**config.mk**
```make
export PLATFORM = sky130hd
export DESIGN_NAME = battery_charge_and_adc_average_sequencer_unit
export DESIGN_NICKNAME = d
export VERILOG_FILES = /design/src/hdl/bcas_pkg.sv /design/src/hdl/bcas_charge.sv /design/src/hdl/bcas_adc.sv /design/src/hdl/battery_charge_and_adc_average_sequencer_unit.sv
export SDC_FILE = /design/constraint.sdc
export NUM_CORES = 1
export LEC_CHECK = 0
export BUFFER_PORTS_ARGS = -buffer_cell sky130_fd_sc_hd__buf_4
export CORE_MARGIN = 2
export CORE_UTILIZATION = 56
export CTS_BUF_LIST = sky130_fd_sc_hd__clkbuf_4 sky130_fd_sc_hd__clkbuf_8 sky130_fd_sc_hd__clkbuf_16
export DETAILED_ROUTE_END_ITERATION = 16
export GPL_ROUTABILITY_DRIVEN = 0
export HOLD_SLACK_MARGIN = 0.03
export PLACE_DENSITY = 0.81
export SLEW_MARGIN = 0
export SYNTH_ARGS = -nofsm -noshare
export SYNTH_HDL_FRONTEND = slang
export SYNTH_SLANG_ARGS = --single-unit
```
**constraint.sdc**
```tcl
create_clock -name i_clk -period 5.25 [get_ports i_clk]
set_input_delay 0.2625 -clock i_clk [delete_from_list [all_inputs] [get_ports i_clk]]
set_output_delay 0.2625 -clock i_clk [all_outputs]
set_load 0.1 [all_outputs]
```
**src/hdl/bcas_pkg.sv**
```systemverilog
// ============================================================================
// bcas_pkg: shared types and constants for the charge and ADC sequencer
// Field widths, timer widths and the event records passed between blocks.
// ============================================================================
package bcas_pkg;

    localparam int SAMPLE_BITS = 10;
    localparam int TIMER_BITS  = 16;
    localparam int SUM_BITS    = SAMPLE_BITS + 6;   // room for 64 samples
    localparam int CNT_BITS    = 7;                 // holds 64
    localparam int POW_BITS    = 3;
    localparam int CFG_IDX_BITS = 2;
    localparam int CFG_DATA_BITS = 16;

    localparam logic [POW_BITS-1:0] MAX_POWER = 3'd6;

    // Charger monitor events for one tick
    typedef struct packed {
        logic charging;
        logic started;
        logic ended;
    } t_charge_evt;

    // ADC sequencer events for one tick
    typedef struct packed {
        logic ref_on;
        logic start_conv;
        logic conv_off;
        logic meas_done;
    } t_adc_evt;

    // Saturating timer advance
    function automatic logic [TIMER_BITS-1:0] timer_tick(input logic [TIMER_BITS-1:0] t);
        timer_tick = (t == {TIMER_BITS{1'b1}}) ? t : t + TIMER_BITS'(1);
    endfunction

endpackage

```
**src/hdl/bcas_charge.sv**
```systemverilog
// ============================================================================
// bcas_charge: charger status monitor
// Polls the charger pin once per poll period and flags start and end events.
// ============================================================================
module bcas_charge (
    input  logic                             i_clk,
    input  logic                             i_rst_n,
    input  logic                             i_en,
    input  logic                             i_charge_signal,
    input  logic [bcas_pkg::TIMER_BITS-1:0]  i_poll_period,
    output bcas_pkg::t_charge_evt            o_evt
);

    logic                            r_flag;
    logic [bcas_pkg::TIMER_BITS-1:0] r_timer;
    logic                            n_flag;
    logic [bcas_pkg::TIMER_BITS-1:0] n_timer;
    logic [bcas_pkg::TIMER_BITS-1:0] w_tick;

    always_comb begin
        w_tick  = bcas_pkg::timer_tick(r_timer);
        n_timer = w_tick;
        n_flag  = r_flag;
        o_evt   = '0;
        if (w_tick >= i_poll_period) begin
            n_timer = '0;
            if (i_charge_signal && !r_flag) begin
                n_flag        = 1'b1;
                o_evt.started = 1'b1;
            end else if (!i_charge_signal && r_flag) begin
                n_flag      = 1'b0;
                o_evt.ended = 1'b1;
            end
        end
        o_evt.charging = n_flag;
    end

    always_ff @(posedge i_clk) begin
        if (!i_rst_n) begin
            r_flag  <= 1'b0;
            r_timer <= '0;
        end else if (i_en) begin
            r_flag  <= n_flag;
            r_timer <= n_timer;
        end
    end

endmodule

```
**src/hdl/bcas_adc.sv**
```systemverilog
// ============================================================================
// bcas_adc: three-phase averaging ADC sequencer
// Idle wait, reference settling with a dummy conversion, then summing.
// ============================================================================
module bcas_adc (
    input  logic                              i_clk,
    input  logic                              i_rst_n,
    input  logic                              i_en,
    input  logic                              i_conversion_done,
    input  logic [bcas_pkg::SAMPLE_BITS-1:0]  i_sample_value,
    input  logic [bcas_pkg::TIMER_BITS-1:0]   i_measure_period,
    input  logic [bcas_pkg::TIMER_BITS-1:0]   i_prepare_time,
    input  logic [bcas_pkg::POW_BITS-1:0]     i_average_power,
    output bcas_pkg::t_adc_evt                o_evt,
    output logic [bcas_pkg::SAMPLE_BITS-1:0]  o_average
);

    localparam logic [1:0] PH_IDLE = 2'd0;
    localparam logic [1:0] PH_INIT = 2'd1;
    localparam logic [1:0] PH_MEAS = 2'd2;

    logic [1:0]                          r_phase, n_phase;
    logic [bcas_pkg::TIMER_BITS-1:0]     r_timer, n_timer;
    logic [bcas_pkg::CNT_BITS-1:0]       r_cnt, n_cnt;
    logic [bcas_pkg::SUM_BITS-1:0]       r_sum, n_sum;
    logic [bcas_pkg::SAMPLE_BITS-1:0]    r_avg, n_avg;
    logic [bcas_pkg::TIMER_BITS-1:0]     w_tick;
    logic [bcas_pkg::POW_BITS-1:0]       w_power;
    logic [bcas_pkg::CNT_BITS-1:0]       w_target;
    logic [bcas_pkg::SUM_BITS-1:0]       w_acc;
    logic [bcas_pkg::SUM_BITS-1:0]       w_shifted;

    always_comb begin
        w_power   = (i_average_power > bcas_pkg::MAX_POWER) ? bcas_pkg::MAX_POWER
                                                            : i_average_power;
        w_target  = bcas_pkg::CNT_BITS'(1) << w_power;
        w_tick    = bcas_pkg::timer_tick(r_timer);
        w_acc     = r_sum + bcas_pkg::SUM_BITS'(i_sample_value);
        w_shifted = w_acc >> w_power;

        n_phase = r_phase;
        n_timer = w_tick;
        n_cnt   = r_cnt;
        n_sum   = r_sum;
        n_avg   = r_avg;
        o_evt   = '0;

        case (r_phase)
            PH_INIT: begin
                // settling check only counts once the dummy conversion is done
                if (i_conversion_done && (w_tick >= i_prepare_time)) begin
                    n_timer          = '0;
                    o_evt.start_conv = 1'b1;
                    n_sum            = '0;
                    n_cnt            = '0;
                    n_phase          = PH_MEAS;
                end
            end
            PH_MEAS: begin
                if (i_conversion_done) begin
                    n_cnt = r_cnt + bcas_pkg::CNT_BITS'(1);
                    n_sum = w_acc;
                    if (n_cnt >= w_target) begin
                        o_evt.conv_off  = 1'b1;
                        o_evt.meas_done = 1'b1;
                        n_sum           = w_shifted;
                        n_avg           = w_shifted[bcas_pkg::SAMPLE_BITS-1:0];
                        n_phase         = PH_IDLE;
                        n_timer         = '0;
                    end else begin
                        o_evt.start_conv = 1'b1;
                    end
                end
            end
            default: begin
                n_phase = PH_IDLE;
                if (w_tick >= i_measure_period) begin
                    n_timer          = '0;
                    o_evt.ref_on     = 1'b1;
                    o_evt.start_conv = 1'b1;
                    n_phase          = PH_INIT;
                end
            end
        endcase
        o_average = n_avg;
    end

    always_ff @(posedge i_clk) begin
        if (!i_rst_n) begin
            r_phase <= PH_IDLE;
            r_timer <= '0;
            r_cnt   <= '0;
            r_sum   <= '0;
            r_avg   <= '0;
        end else if (i_en) begin
            r_phase <= n_phase;
            r_timer <= n_timer;
            r_cnt   <= n_cnt;
            r_sum   <= n_sum;
            r_avg   <= n_avg;
        end
    end

endmodule

```
**src/hdl/battery_charge_and_adc_average_sequencer_unit.sv**
```systemverilog
// ============================================================================
// battery_charge_and_adc_average_sequencer_unit: charge monitor and ADC averager
// One input transaction is one time tick; each tick yields one result.
// ============================================================================
// Path: input register, then one pass of update logic into the result
//   register.
// Throughput: 1 transaction per cycle; both stages advance together whenever
//   the result register is empty or being taken.
// Reset: synchronous, active low; clears valids, timers, phase, flags, held
//   average and loads the default configuration.
module battery_charge_and_adc_average_sequencer_unit (
    input  logic                                  i_clk,
    input  logic                                  i_rst_n,
    // Input stream, tdata bits from the lowest: charge_signal [0],
    // conversion_done [1], sample_value [11:2], zero fill [15:12]
    input  logic                                  s_axis_tvalid,
    output logic                                  s_axis_tready,
    input  logic [15:0]                           s_axis_tdata,
    // Result stream, tdata bits from the lowest: charging [0],
    // charge_started [1], charge_ended [2], reference_on [3],
    // start_conversion [4], converter_off [5], measure_done [6],
    // average_value [16:7], zero fill [23:17]
    output logic                                  m_axis_tvalid,
    input  logic                                  m_axis_tready,
    output logic [23:0]                           m_axis_tdata,
    // Configuration write channel
    input  logic                                  i_cfg_valid,
    output logic                                  o_cfg_ready,
    input  logic [bcas_pkg::CFG_IDX_BITS-1:0]     i_cfg_index,
    input  logic [bcas_pkg::CFG_DATA_BITS-1:0]    i_cfg_data
);

    localparam logic [bcas_pkg::CFG_IDX_BITS-1:0] CFG_POLL_PERIOD  = 2'd0;
    localparam logic [bcas_pkg::CFG_IDX_BITS-1:0] CFG_MEAS_PERIOD  = 2'd1;
    localparam logic [bcas_pkg::CFG_IDX_BITS-1:0] CFG_PREPARE_TIME = 2'd2;
    localparam logic [bcas_pkg::CFG_IDX_BITS-1:0] CFG_AVG_POWER    = 2'd3;

    // ---- configuration registers ------------------------------------------
    logic [bcas_pkg::TIMER_BITS-1:0] r_poll_period;
    logic [bcas_pkg::TIMER_BITS-1:0] r_meas_period;
    logic [bcas_pkg::TIMER_BITS-1:0] r_prepare_time;
    logic [bcas_pkg::POW_BITS-1:0]   r_avg_power;

    // ---- pipeline registers -----------------------------------------------
    logic                               r_in_valid;
    logic                               r_in_charge;
    logic                               r_in_done;
    logic [bcas_pkg::SAMPLE_BITS-1:0]   r_in_sample;
    logic                               r_out_valid;
    bcas_pkg::t_charge_evt              r_out_charge;
    bcas_pkg::t_adc_evt                 r_out_adc;
    logic [bcas_pkg::SAMPLE_BITS-1:0]   r_out_avg;

    logic                               w_adv;      // whole pipe moves this cycle
    logic                               w_step;     // a tick is applied to the state
    bcas_pkg::t_charge_evt              w_charge;
    bcas_pkg::t_adc_evt                 w_adc;
    logic [bcas_pkg::SAMPLE_BITS-1:0]   w_avg;

    // The config channel never stalls; the user must write only while the unit is idle, unenforced here.
    assign o_cfg_ready = 1'b1;

    always_ff @(posedge i_clk) begin
        if (!i_rst_n) begin
            r_poll_period  <= bcas_pkg::TIMER_BITS'(1000);
            r_meas_period  <= bcas_pkg::TIMER_BITS'(1000);
            r_prepare_time <= bcas_pkg::TIMER_BITS'(10);
            r_avg_power    <= bcas_pkg::POW_BITS'(3);
        end else if (i_cfg_valid) begin
            case (i_cfg_index)
                CFG_POLL_PERIOD:  r_poll_period  <= i_cfg_data;
                CFG_MEAS_PERIOD:  r_meas_period  <= i_cfg_data;
                CFG_PREPARE_TIME: r_prepare_time <= i_cfg_data;
                CFG_AVG_POWER:    r_avg_power    <= i_cfg_data[bcas_pkg::POW_BITS-1:0];
                default: ;
            endcase
        end
    end

    // Advance both stages when the result slot is free or being drained, so
    // a finished result blocks the next tick only while it is not being taken.
    assign w_adv         = !r_out_valid || m_axis_tready;
    assign s_axis_tready = w_adv;
    assign w_step        = w_adv && r_in_valid;

    always_ff @(posedge i_clk) begin
        if (!i_rst_n) begin
            r_in_valid  <= 1'b0;
            r_out_valid <= 1'b0;
        end else if (w_adv) begin
            r_in_valid  <= s_axis_tvalid;
            r_out_valid <= r_in_valid;
        end
    end

    // Capture the tick fields; payload needs no reset.
    always_ff @(posedge i_clk) begin
        if (w_adv) begin
            r_in_charge <= s_axis_tdata[0];
            r_in_done   <= s_axis_tdata[1];
            r_in_sample <= s_axis_tdata[bcas_pkg::SAMPLE_BITS+1:2];
        end
        if (w_step) begin
            r_out_charge <= w_charge;
            r_out_adc    <= w_adc;
            r_out_avg    <= w_avg;
        end
    end

    // ---- per-tick update logic --------------------------------------------
    bcas_charge u_charge (
        .i_clk           (i_clk),
        .i_rst_n         (i_rst_n),
        .i_en            (w_step),
        .i_charge_signal (r_in_charge),
        .i_poll_period   (r_poll_period),
        .o_evt           (w_charge)
    );

    bcas_adc u_adc (
        .i_clk             (i_clk),
        .i_rst_n           (i_rst_n),
        .i_en              (w_step),
        .i_conversion_done (r_in_done),
        .i_sample_value    (r_in_sample),
        .i_measure_period  (r_meas_period),
        .i_prepare_time    (r_prepare_time),
        .i_average_power   (r_avg_power),
        .o_evt             (w_adc),
        .o_average         (w_avg)
    );

    // ---- result packing ---------------------------------------------------
    assign m_axis_tvalid = r_out_valid;
    assign m_axis_tdata  = {7'd0,
                            r_out_avg,
                            r_out_adc.meas_done,
                            r_out_adc.conv_off,
                            r_out_adc.start_conv,
                            r_out_adc.ref_on,
                            r_out_charge.ended,
                            r_out_charge.started,
                            r_out_charge.charging};

    // ---- checks -----------------------------------------------------------
    // Start and end of charging cannot both fire on one poll.
    assert property (@(posedge i_clk) disable iff (!i_rst_n)
        r_out_valid |-> !(r_out_charge.started && r_out_charge.ended))
        else $error("charge start and end in the same tick");

    // A finished series always shuts the converter down in the same tick.
    assert property (@(posedge i_clk) disable iff (!i_rst_n)
        r_out_valid |-> (r_out_adc.meas_done == r_out_adc.conv_off))
        else $error("measure_done without converter_off");

    // Enabling the reference always kicks off the dummy conversion.
    assert property (@(posedge i_clk) disable iff (!i_rst_n)
        (r_out_valid && r_out_adc.ref_on) |-> r_out_adc.start_conv)
        else $error("reference enabled without a conversion start");

    // The reported flag must agree with a start or end event.
    assert property (@(posedge i_clk) disable iff (!i_rst_n)
        (r_out_valid && (r_out_charge.started || r_out_charge.ended))
            |-> (r_out_charge.charging == r_out_charge.started))
        else $error("charging flag disagrees with charge event");

    // A tick that reaches the state must land in the result register.
    assert property (@(posedge i_clk) disable iff (!i_rst_n)
        w_step |=> r_out_valid)
        else $error("processed tick lost before the result register");

endmodule

```
Word level (Yosys, flattened, before mapping)
Index checks and enable logic that the tools add are counted.

operators by class
  reduce and logical (&&, ||, !) cells = 19
  muxes and demuxes = 35
  bitwise gates (word level) = 1
  equality and inequality tests = 10
  add/subtract/negate cells = 4
  $lt $le $gt $ge = 5
  shift-type cells = 2

operators with widths
  kind                   count
  $mux 16                10
  $pmux 16 s2            2
  $ge 16x16->1           3
  $add 16x1->16 const B  2
  $eq 16x16->1 const B   2
  $mux 10                3
  $add 16x10->16         1
  $shr 16x3->16          1
  $mux 7                 2
  $pmux 7 s2             1
  $mux 2                 5
  $reduce_and 2->1       5
  $mux 1                 8
  $reduce_and 4->1       2
  $add 7x1->7 const B    1
  $ge 7x7->1             1
  $shl 1x3->7 const A    1
  $eq 2x2->1 const B     3
  $mux 3                 2
  $eq 2x1->1 const B     2
  $logic_and 1x1->1      4
  $ne 2x1->1 const B     2
  $pmux 2 s2             1
  $reduce_or 2->1        2
  8 further kinds        10

storage, ports and cells
  input bits = 39
  register bits = 150
  logic and storage cells = 100

Logic depth before layout (Yosys ltp)
  depth in word-level cells = 7
  depth in mapped cells = 19
  gate-level depth less buffers = 17

Hierarchy
Synthesis repeated with hierarchy kept, for this count alone.

second synthesis, totals
  cell total of the unflattened synthesis = 1137
  area, all modules = 9626.7 um^2

modules (own cells, without submodules)
  module                                         area each (um^2)  cells an instance  sequential area each (um^2)  times used
  bcas_adc                                       5331.4            715                1021.0                       1
  battery_charge_and_adc_average_sequencer_unit  2871.5            243                1931.9                       1
  bcas_charge                                    1423.9            179                340.3                        1

Least setup slack after synthesis
Ideal clock, no wire load.

  path type = register to register
  from = register u_charge.r_timer[5] (netlist bit)
  to = register r_out_charge, in the netlist m_axis_tdata[0], data pin
  setup time = 260 ps
  cell stages (with the launch flop) = 18
  required time = 4990 ps
  path slack = 1321 ps
  buffers on the path = 2
  data arrival time = 3669 ps
  cells stage by stage = dfxtp_1 -> and4_1 -> and4_1 -> and3_1 -> nand2b_1 -> clkbuf_1 -> nand3_1 -> or2_2 -> nand2_1 -> ha_1 -> a21o_1 -> a21o_1 -> a21oi_1 -> o21a_1 -> o31ai_1 -> a221oi_1 -> clkbuf_1 -> mux2_2

on the way
  longest elaborated chain between the ends = 4
  elaborated cells on any way between the ends = 5
  those cells by class = add/sub: 1; order compare: 1; eq/ne: 1; mux: 2

ends and longest elaborated chain
  element                                        RTL line                                              text
  start: declaration                             bcas_charge.sv:15                                     logic [bcas_pkg::TIMER_BITS-1:0] r_timer;
  start signal: assignment                       bcas_charge.sv:44                                     r_timer <= n_timer;
  $add 16x1->16 or $eq 16x16->1 (tied branches)  bcas_pkg.sv:34                                        timer_tick = (t == {TIMER_BITS{1'b1}}) ? t : t + TIMER_BITS'(1);
  $mux 16 *                                      bcas_pkg.sv:34
  $ge 16x16->1 *                                 bcas_charge.sv:25                                     if (w_tick >= i_poll_period) begin
  $mux 1 *                                       bcas_charge.sv:25
  named net u_charge.n_flag                      bcas_charge.sv:16                                     logic n_flag;
  end signal: assignment                         battery_charge_and_adc_average_sequencer_unit.sv:104  r_out_charge <= w_charge;
  end: declaration                               battery_charge_and_adc_average_sequencer_unit.sv:50   bcas_pkg::t_charge_evt r_out_charge;

The timed path passes the listed nets; every way through them passes the cells marked *.
A chain may end at the register's enable or synchronous reset.

Worst setup path in the final report
  from = register u_adc.r_timer[0] (netlist bit)
  to = register u_adc.r_timer[4] (netlist bit)

on the way
  longest elaborated chain between the ends = 6
  elaborated cells on any way between the ends = 11
  those cells by class = add/sub: 1; order compare: 2; eq/ne: 1; mux: 6; reduce/logical: 1

ends and longest elaborated chain
  element                                        RTL line        text
  start: declaration                             bcas_adc.sv:23  logic [bcas_pkg::TIMER_BITS-1:0] r_timer, n_timer;
  start signal: assignment                       bcas_adc.sv:97  r_timer <= n_timer;
  $add 16x1->16 or $eq 16x16->1 (tied branches)  bcas_pkg.sv:34
  $mux 16 *                                      bcas_pkg.sv:34
  $ge 16x16->1                                   bcas_adc.sv:51  if (i_conversion_done && (w_tick >= i_prepare_time)) begin
  $logic_and 1x1->1                              bcas_adc.sv:51
  $mux 16                                        bcas_adc.sv:51
  $pmux 16 s2 *                                  bcas_adc.sv:48  case (r_phase)

Every way passes the cells marked *; elsewhere a longest branch is shown, timed or not.

==> results.md <==
* Status: finished, final reports clean
* Share of async-settable or async-resettable flops after synthesis at 0%
* Drt total wl at 23200 µm
* Setup slack, reg-to-reg at 450 ps
* Mapped Cells at 1117
* Ratio of total power to cell area at 270.9 nW/µm²
* Chip height at 132.9 µm
* Commonest cells after routing, fill and taps aside: 171 x sky130_fd_sc_hd__nand2_1, 121 x sky130_fd_sc_hd__dfxtp_1, 92 x sky130_fd_sc_hd__a21oi_1, 70 x sky130_fd_sc_hd__ha_1, 65 x sky130_fd_sc_hd__buf_4
* Required time worst endpoint at 5620 ps
* Initial antenna violation count at 0
* Iteration-0 DRC count of the detailed router at 737
* Mean post-synth cell area at 8.328 µm²
* Maximum number of pins on one net before global-route repair at 61
* Share of final-layout standard cells stronger than drive strength 1 at 11.45%
* CTS Root Buffer Type: sky130_fd_sc_hd__clkbuf_16
* Crit end category: flop
* Total buffers and inverters traversed by the critical path at 1
* Horizontal die dimension at 132.9 µm
* Leading cell type in the layout, fill and taps excluded: sky130_fd_sc_hd__nand2_1
* Total of max-cap violations at 0
* Static leakage power at 0.004422 µW
* CP startpoint kind: flop
* R2R Path End: u_adc.r_timer[4]$_SDFFE_PN0P_
* Post-route cell area at 10530 µm²
* Global route overflow at 0
* Synth Cell Area at 9303 µm²
* Main flop type after synthesis: sky130_fd_sc_hd__dfxtp_1
* Largest voltage drop on the vdd net at 0.2403 mV
* Minimum period implied by the final worst setup slack at 4803 ps
* Slew at the pin closest to its max-slew limit at 1297 ps
* Worst Reg-to-Reg Cells at 17
* Sequential share of the synthesized area at 35.08%
* DP Wirelength at 16290 µm
* Crit-path slowest cell: sky130_fd_sc_hd__a311o_1
* Warnings from Yosys at 0
* Clock Path Buffers at 2
* Number of inserted diodes at 0
* Total placed cells including tap cells at 1338
* Remaining antenna violation count at 0
* Area added between synthesis and finish at 13.15%
* Highest Clock Rate at 208.2 MHz
* Max Transition Viols Final at 0
* Number of flops mapped to enable cells by yosys at 28
* Data arrival time of the worst path at 5170 ps
* Count of H-tree levels built during CTS at 4
* Post-detailed-route wirelength per cell at 16.79 µm
* Share of the cycle needed by the critical path after routing at 91.48%
* Fin Hold WS at 73.11 ps
* Clock Latency Late Sink at 430 ps
* TritonCTS clock tree: built
* First-pass DRT Iterations at 8
* Num CTS Buffers at 17
* Via Count at 8348
* Clock transition at path regs at 60 ps
* Slew Limit Headroom at 13.23%
* Crit-path cells: ha_1 -> and2_1 -> nand4_1 -> or3_1 -> nor2b_1 -> nand3_1 -> or2_2 -> nand2_1 -> ha_1 -> a21oi_1 -> o21ai_0 -> a2111oi_0 -> a21boi_1 -> o21ai_0 -> a311o_1 -> clkinv_1 -> a22o_1
* Via count of the first global-routing pass at 7724
* Via-to-Cell Ratio at 6.041
* Endpoint of the most critical setup path: u_adc.r_timer[4]$_SDFFE_PN0P_
* Worst setup path category: flop to flop
* First-pass GRT wire length at 38050 µm
* Largest stage delay, worst path at 520 ps
* Total I/O pin count at 66
* Critical path depth at 17
* Buffers added on ports at 53
* Number of remaining DRC errors at 0
* Effective utilization at floorplan at 56.70%
* Number of register bits inferred by synthesis at 149
* Final Skew at 10.60 ps
* Non-Filler Instances at 1382
* Setup Viol. Count Final at 0
* Unrepaired setup endpoints after global routing: false
* Hold WC Path Type: input port to flop
* Total number of clock tree sinks at 149
* CP delay by family, top: compound AO/OA/AOI/OAI gates
* Die footprint at 17660 µm²
* CORE AREA at 16410 µm²
* Area after detailed placement at 9772 µm²
* Aggregate global-route resource usage at 26.50%
* Biggest fanout along the worst timing path at 12
* R2R Path Start: u_adc.r_timer[0]$_SDFFE_PN0P_
* Beginning of the critical path: u_adc.r_timer[0]$_SDFFE_PN0P_
* Synth cell types at 83
* Nets at 1259
* Setup tns final at 0 ps
* Final hold violation count at 0
* # rows at 47
==> worst min-delay path by stage <==
stage / end / slack, ps / from / cells after the start
floorplan: r_in_charge$_DFFE_PN_ / 360 / s_axis_tdata[0] / 0
global placement: r_in_sample[9]$_DFFE_PN_ / 440 / s_axis_tdata[11] / 1
detailed placement: r_in_sample[4]$_DFFE_PN_ / 440 / s_axis_tdata[6] / 1
CTS: r_in_valid$_SDFFE_PN0N_ / 70 / s_axis_tvalid / 3
global route: r_meas_period[7]$_SDFFE_PN1P_ / 100 / i_cfg_data[7] / 3
finish: r_in_valid$_SDFFE_PN0N_ / 70 / s_axis_tvalid / 3
==> power by group <==
group	total (µW)	internal (µW)	switching, µW
Sequential	1210	1200	15.6
Clock	1280	791	492
Combinational	357	109	248
Total	2850	2100	755
==> logic make-up after synthesis <==
logic type,after synthesis,synth area share [%]
adder cells (fa/ha/maj),71,9.630
buffers and inverters,133,6.066
other,2,0.08073
AND/OR/NAND/NOR,388,19.93
XOR/XNOR,40,3.766
flip-flops,149,35.08
multiplexers,22,2.892
AO/OA/AOI/OAI,312,22.56
==> synth_stat cells (all sizes together), types with 5 or more instances <==
cell type | count | share of area, %
a22o | 19 | 1.8
nor4 | 7 | 0.47
or3 | 7 | 0.47
nand3 | 46 | 2.5
and2 | 8 | 0.54
a31oi | 5 | 0.34
ha | 70 | 9.4
nand4 | 15 | 1.0
buf | 21 | 1.5
o211ai | 23 | 1.9
o22ai | 6 | 0.40
xnor2 | 30 | 2.8
clkbuf | 49 | 2.0
nand2b | 8 | 0.54
and4 | 9 | 0.85
o31ai | 5 | 0.40
nor2 | 49 | 2.0
and3 | 23 | 1.5
inv | 60 | 2.4
nor3b | 5 | 0.40
mux2i | 13 | 1.4
o21ai | 57 | 3.1
nor3 | 21 | 1.2
a211oi | 15 | 1.4
dfxtp | 121 | 26
a22oi | 5 | 0.46
a21o | 28 | 2.3
edfxtp | 28 | 9.0
nand2 | 172 | 7.0
o21a | 13 | 1.1
a211o | 5 | 0.47
a21oi | 94 | 5.1
xor2 | 10 | 0.94
mux2 | 6 | 0.77
==> flip-flops by register name, summed over array words and instances, names as in the netlist <==
signal,flops
m_axis_tdata,6
m_axis_tvalid,1
r_avg_power,3
r_in_charge,1
r_in_done,1
r_in_sample,10
r_in_valid,1
r_meas_period,16
r_out_avg,10
r_poll_period,16
r_prepare_time,16
u_adc.r_avg,10
u_adc.r_cnt,7
u_adc.r_phase,2
u_adc.r_sum,16
u_adc.r_timer,16
u_charge.r_flag,1
u_charge.r_timer,16
==> metrics by stage <==
step	worst slack (ps)	total power [µW]	utilization, %
2_1_floorplan	1321	1486	-
3_3_place_gp	644.9	1570	59.56
3_5_place_dp	522.3	1577	59.56
4_1_cts	396.3	2851	64.16
5_1_grt	44.78	2937	64.16
6_report	447.2	2851	64.16
==> timing repair <==
| action | 4_1_cts | 5_1_grt |
|---|---|---|
| hold endpoints to repair | 12 | 0 |
| hold buffers | 12 | 0 |
| gates resized for setup | 0 | 0 |
| buffers inserted | 0 | 0 |
==> metal layers <==
layer / global-route usage (%) / up-vias / part of all wire (%)
met2: 41.31 / 345 / 45
met4: 11.47 / 0 / 3.0
met5: 0 / - / 0
met3: 4.904 / 60 / 7.4
met1: 36.05 / 3853 / 44
li1: - / 4090 / -
==> area by class of cell <==
cell class | instances | area [µm²]
tap | 220 | 275.3
sequential | 149 | 3263
timing repair buffer | 77 | 608.1
multi-input combinational | 841 | 5509
clock inverter | 7 | 77.57
fill | 1372 | 5881
inverter | 63 | 236.5
clock buffer | 25 | 556.8
==> tightest hold or removal path, cell delays in order <==
cell and delay [ps]:
sky130_fd_sc_hd__buf_4 80, sky130_fd_sc_hd__mux2i_1 50, sky130_fd_sc_hd__nor2_1 70
Power figures use the tool's default switching activity.
